`config.mk`:
```
export PLATFORM = sky130hd
export DESIGN_NAME = loeq_ram
export DESIGN_NICKNAME = d
export VERILOG_FILES = /design/src/hdl/loeq_ram.sv
export SDC_FILE = /design/constraint.sdc
export NUM_CORES = 1
export LEC_CHECK = 0
export BUFFER_PORTS_ARGS = -buffer_cell sky130_fd_sc_hd__buf_2
export CORE_MARGIN = 8
export CORE_UTILIZATION = 30
export DETAILED_ROUTE_END_ITERATION = 10
export PLACE_DENSITY = 0.42
export SLEW_MARGIN = 20
export SYNTH_ARGS = -nofsm -noshare
export SYNTH_HDL_FRONTEND = slang
export SYNTH_SLANG_ARGS = --single-unit
```
`constraint.sdc`:
```
create_clock -name clk -period 1.8 [get_ports clk]
set_input_delay 0.18 -clock clk [delete_from_list [all_inputs] [get_ports clk]]
set_output_delay 0.18 -clock clk [all_outputs]
set_load 0.01 [all_outputs]
```
`src/hdl/loeq_ram.sv`:
```
// Generic single-port-write, registered-read RAM.
module loeq_ram #(
  parameter int WIDTH = 8,
  parameter int DEPTH = 16
) (
  input  logic                     clk,
  input  logic                     we,
  input  logic [$clog2(DEPTH)-1:0] waddr,
  input  logic [WIDTH-1:0]         wdata,
  input  logic                     re,
  input  logic [$clog2(DEPTH)-1:0] raddr,
  output logic [WIDTH-1:0]         rdata
);

  logic [WIDTH-1:0] mem [DEPTH];

  always_ff @(posedge clk) begin
    if (we) begin
      mem[waddr] <= wdata;
    end
    if (re) begin
      rdata <= mem[raddr];
    end
  end

endmodule

```
# ---- Word level (Yosys, flattened, before mapping)
# Memories as Yosys holds them, arrays and structs flattened. A register that Yosys moved wholly into a read port is not among the register bits.
# Index checks and enable logic that the tools add are counted.
dict set report word_totals {
  regBits 0
  ramBits 128
  input_bits 19
  wordCells 3
  mem_count 1
}
dict set report classes {
  n_mux 2
}
# memory depth word_bits read_ports rd_ports_with_merged_regs write_ports line
set mem_list {}
lappend mem_list {mem 16 8 1 1 1 15} ;# logic [WIDTH-1:0] mem [DEPTH];
# operator count
set op_table {}
lappend op_table {{$mux 1} 2}

# ---- Depth between registers and ports, before layout
# Gate-level depths: netlist (run 1).
dict set report logic_depth {
  ltp_word 2
  depth_mapped 5
  depth_no_buf 3
}

# ---- Worst setup path after synthesis (run 1)
# OpenSTA, ideal clock, no wires.
dict set report synth_timing {
  path_kind {input -> register}
  startpoint {input waddr[2]}
  endpoint {memory mem[0][0], enable pin}
  arrival_ns 1.290
  setup_slack_ns 0.127
  path_stages 2
  cell_sequence {or3b_2 > nor3_1}
}
# item line
set synth_lines {}
lappend synth_lines {{start: declaration} 8} ;# input logic [$clog2(DEPTH)-1:0] waddr,
lappend synth_lines {{end: declaration} 15}
# No word-level cell before the write port.

==> results.txt, run 1 <==
status: finished clean
Setup crit end: rdata[2]
post-route insts no fill: 529
layout cells sized above 1: 0.3125
Design Power: 7.312 mW
drt initial violations: 210
Reg-to-Reg End: rdata[2]
CTS tree: built
crit-path leading delay family: multiplexers
critical path's largest stage delay: 0.51 ns
wire per inst: 21.11 um
die height: 148.0 um
setup TNS: 0 ns
WP data required: 1.95 ns
synthesized area: 5228 um2
top cells by area, synth: edfxtp_1 78%, mux4_2 7.8%, mux4_1 7.0%, a22oi_1 2.3%, nor2_1 0.93%
hold_buf cts: 0
Min Clock Period, post-route: 1.579 ns
VDD IR max: 636.6 uV
vias in the first global route: 2636
vias after detailed routing: 2423
Buf/Inv on CP: 0
critical path arrival: 1.73 ns
Mapped Avg Cell Area: 22.83 um2
CP max stage cell: mux4_1
clock latency on the worst-skew pair: 0.41 ns
cell taking the most area after synthesis: edfxtp_1
Max Transition Viols Final: 0
Yosys top cell area share: 0.7812
R2R setup slack: 0.22 ns
syn_nets: 248
final weighted congestion in routability-driven placement: 0.6874
fin area: 6387 um2
power per cell area: 1145 nW/um2
Yosys warnings: 0
Final nets: 310
Post-CTS Resized: 0
Cell variety after synth: 18
Reg-to-Reg Start: mem[0][2]
Hold Crit Class: in -> reg
worst-path cell chain: mux4_1 -> a22oi_1 -> nand2_1
Worst Setup End Kind: flop
GR Overflow Total: 0
post-route setup slack: 0.2210 ns
DRT antenna net count: 0
reg2reg path depth: 3
largest net degree at the start of global routing: 20
first-pass GRT wire length: 16950 um
Syn-to-layout area delta: 22.19%
ANT cells: 0
WHS: 0.1437 ns
leakage: 2.142 nW
Mapped Cells: 229
CTS root buffer: clkbuf_16
final count of hold timing violations: 0
Slew HR: 0.4688
drt pass-1 iters: 4
Max Cap Viol: 0
Final period util: 0.8772
Die ar.: 21910 um2
Rows: 48
clock sink total: 136
Slew @ Worst Pin: 0.7938 ns
vias per std cell: 4.580
fin util: 0.3719
DR DRC count: 0
port bufs: 26
worst setup path startpoint: mem[0][2]
startpoint type of the worst setup path: flop
peak fanout along the critical path: 1
register area share after synthesis: 0.7812
maximum clock path buffer count: 2
cts bufs inserted: 17
Yosys reg bits: 136
Setup CP Type: reg -> reg
Area after DPL: 5818 um2
Routed WL: 11170 um
num ports: 27
Die X: 148.0 um
Place WS: -0.08168 ns
f_max: 0.6333 GHz
Detailed Place HPWL: 7554 um
Worst path depth: 3
Clk pin slew, worst setup/hold paths: 0.06 ns
Post-CTS Setup Bufs: 0
global-route usage over all layers: 0.1089
unrepaired setup endpoints after global routing: false
initial core utilization: 0.3043
placed insts: 497
Final setup viols: 0
initial antenna violation count: 0
skew final: 0.005179 ns
htree depth: 4
CORE AREA: 17180 um2
[cells by family after synthesis]
logic type             after synthesis  synth area share
and+or+nand+nor                     35           0.03136
AOI/OAI and AO/OA                   16           0.02298
muxes                               32            0.1479
DFF                                136            0.7812
buffers and inverters               10           0.01651
[sequential cells by signal, summed over array words and instances (netlist names)]
signal	cells
mem	128
rdata	8
[final cells by class]
class,count,area (um2)
fillers,1611,10790
flip-flops and latches,136,4084
multi-input cells,83,1057
clock buffers,20,436.7
repair buffers,53,395.4
well taps,225,281.5
clock inverters,12,132.6
[worst min-delay path by stage]
| stage | start | to | cells past startpoint |
|---|---|---|---|
| after floorplan | wdata[0] | mem[0][0] | 0 |
| after global placement | re | rdata[2] | 1 |
| after detailed placement | re | rdata[2] | 1 |
| after CTS | re | rdata[3] | 1 |
| after global routing | re | rdata[3] | 1 |
| final | re | rdata[5] | 1 |
[where the power goes]
group,internal [mW],switching (mW)
registers,3.57,0.0169
clock network,2.14,1.22
logic,0.158,0.203
[worst register-to-register path, stage by stage (launching register included)]
cell and delay (ns):
edfxtp_1 0.36, mux4_1 0.51, a22oi_1 0.36, nand2_1 0.10
[synth_stat cells, drive strengths merged]
master / n
edfxtp: 136
a22oi: 16
nand3: 1
and2: 1
nor3: 4
nand3b: 2
clkdlybuf4s25: 3
nand2: 9
nor2b: 1
nor2: 13
nand2b: 2
and2b: 1
buf: 7
mux4: 32
or3b: 1
[cell usage in the layout (no fill, tap or decap), drive strengths merged]
cell      count
nand3         1
or3b          1
nor3          4
nand3b        2
nor2         13
clkinvlp      2
buf          53
and2          1
a22oi        16
nor2b         1
mux4         32
and2b         1
clkbuf       20
bufinv        3
clkinv        7
nand2b        2
edfxtp      136
nand2         9
[per-layer routing]
layer	routed length [um]	global-route usage	vias up
met1	5082	0.1394	1249
met4	233	0.05354	0
met3	446	0.02874	19
met2	5403	0.1683	47
li1	-	-	1108
met5	0	0	-
Power figures use the tool's default switching activity.
==> run 2: changes to the inputs <==
--- a/config.mk
+++ b/config.mk
@@ -6,7 +6,8 @@
 export NUM_CORES = 1
 export LEC_CHECK = 0
 export BUFFER_PORTS_ARGS = -buffer_cell sky130_fd_sc_hd__buf_2
-export CORE_MARGIN = 8
+export CORE_ASPECT_RATIO = 0.6
+export CORE_MARGIN = 1.5
 export CORE_UTILIZATION = 30
 export DETAILED_ROUTE_END_ITERATION = 10
 export PLACE_DENSITY = 0.42
==> results.txt, run 2 (synthesis results as in run 1) <==
status: finished clean
critical path's largest stage delay: 0.50 ns
critical path arrival: 1.62 ns
Rows: 37
Slew HR: 0.4296
Detailed Place HPWL: 7922 um
unrepaired setup endpoints after global routing: false
startpoint type of the worst setup path: flop
Hold Crit Class: in -> reg
post-route insts no fill: 533
htree depth: 4
reg2reg path depth: 3
filler cell count: 1551
initial antenna violation count: 0
leakage: 2.145 nW
most frequent cells in the layout: 136 x edfxtp_1, 26 x buf_2, 19 x buf_4
Setup crit end: rdata[5]
setup TNS: 0 ns
Reg-to-Reg End: rdata[5]
DRT antenna net count: 0
vias after detailed routing: 2510
R2R setup slack: 0.32 ns
drt initial violations: 267
Final period util: 0.8217
f_max: 0.6761 GHz
Routed WL: 11690 um
max reg flops: 128
hold_buf cts: 0
num ports: 27
maximum clock path buffer count: 2
Final nets: 306
Slew @ Worst Pin: 0.8538 ns
worst-path cell chain: mux4_1 -> a22oi_1 -> nand2_1
WP data required: 1.95 ns
final weighted congestion in routability-driven placement: 0.7194
most flop-heavy register: mem
ANT cells: 0
Post-CTS Setup Bufs: 0
Post-CTS Resized: 0
worst setup path startpoint: mem[9][5]
Final setup viols: 0
placed insts: 502
GR Overflow Total: 0
CTS root buffer: clkbuf_16
commonest non-fill, non-tap cell in the layout: edfxtp_1
Die X: 173.4 um
CTS tree: built
Setup CP Type: reg -> reg
die height: 105.3 um
vias per std cell: 4.709
global-route usage over all layers: 0.1400
Worst Setup End Kind: flop
CORE AREA: 17080 um2
largest net degree at the start of global routing: 17
peak fanout along the critical path: 1
Die ar.: 18250 um2
Clk pin slew, worst setup/hold paths: 0.06 ns
CP max stage cell: mux4_1
initial core utilization: 0.3060
wire per inst: 21.93 um
clock latency on the worst-skew pair: 0.41 ns
cts bufs inserted: 17
Max Cap Viol: 0
Min Clock Period, post-route: 1.479 ns
Max Transition Viols Final: 0
Reg-to-Reg Start: mem[9][5]
first-pass GRT wire length: 17580 um
power per cell area: 1187 nW/um2
port bufs: 26
Largest regs: mem: 128 flops, rdata: 8 flops
drt pass-1 iters: 4
fin util: 0.3754
Syn-to-layout area delta: 22.67%
VDD IR max: 571.7 uV
Design Power: 7.615 mW
skew final: 0.006406 ns
layout cells sized above 1: 0.3278
vias in the first global route: 2528
final count of hold timing violations: 0
DR DRC count: 0
clock sink total: 136
## run 2: where the power goes
group          leakage (nW)  internal [mW]  total [mW]  switching, mW
clock                 0.298           2.33        3.67           1.34
combinational         0.612          0.151       0.353          0.202
sequential             1.24           3.57        3.59         0.0237
## run 2: layout make-up
class | instances | area (um2) | share of cell area
multi-input cells | 83 | 1057 | 0.1649
clock buffers | 18 | 429.2 | 0.06693
clock inverters | 13 | 196.4 | 0.03063
repair buffers | 49 | 352.8 | 0.05502
well taps | 234 | 292.8 | 0.04566
flip-flops and latches | 136 | 4084 | 0.6369
## run 2: critical path: cells and delay by family, from the launching register on
family | cells | cell delay [ns]
multiplexers | 1 | 0.50
AO/OA/AOI/OAI | 1 | 0.25
AND/OR/NAND/NOR | 1 | 0.11
flip-flops | 1 | 0.36
## run 2: per-layer routing
metal / vias up / GRT usage / wire (um)
li1: 1097 / - / -
met1: 1332 / 0.2269 / 6362
met2: 67 / 0.1787 / 4696
met3: 14 / 0.03102 / 506
met4: 0 / 0.05031 / 125
met5: - / 0 / 0
## run 2: worst min-delay path by stage
stage	startpoint	to	slack (ns)	depth (start not counted)
after floorplan	wdata[0]	mem[0][0]	0.28	0
after global placement	re	rdata[3]	0.57	1
after detailed placement	re	rdata[0]	0.57	1
after CTS	re	rdata[0]	0.14	1
after global routing	re	rdata[0]	0.14	1
final	re	rdata[0]	0.16	1
## run 2: through the flow
step / instance area (um2) / worst slack [ns] / hold WS (ns)
2_1_floorplan: 5228 / 0.1271 / 0.2789
3_3_place_gp: 5787 / 0.03366 / 0.5732
3_5_place_dp: 5787 / 0.04431 / 0.5730
4_1_cts: 6412 / 0.2942 / 0.1382
5_1_grt: 6412 / 0.2337 / 0.1379
6_report: 6412 / 0.3210 / 0.1559
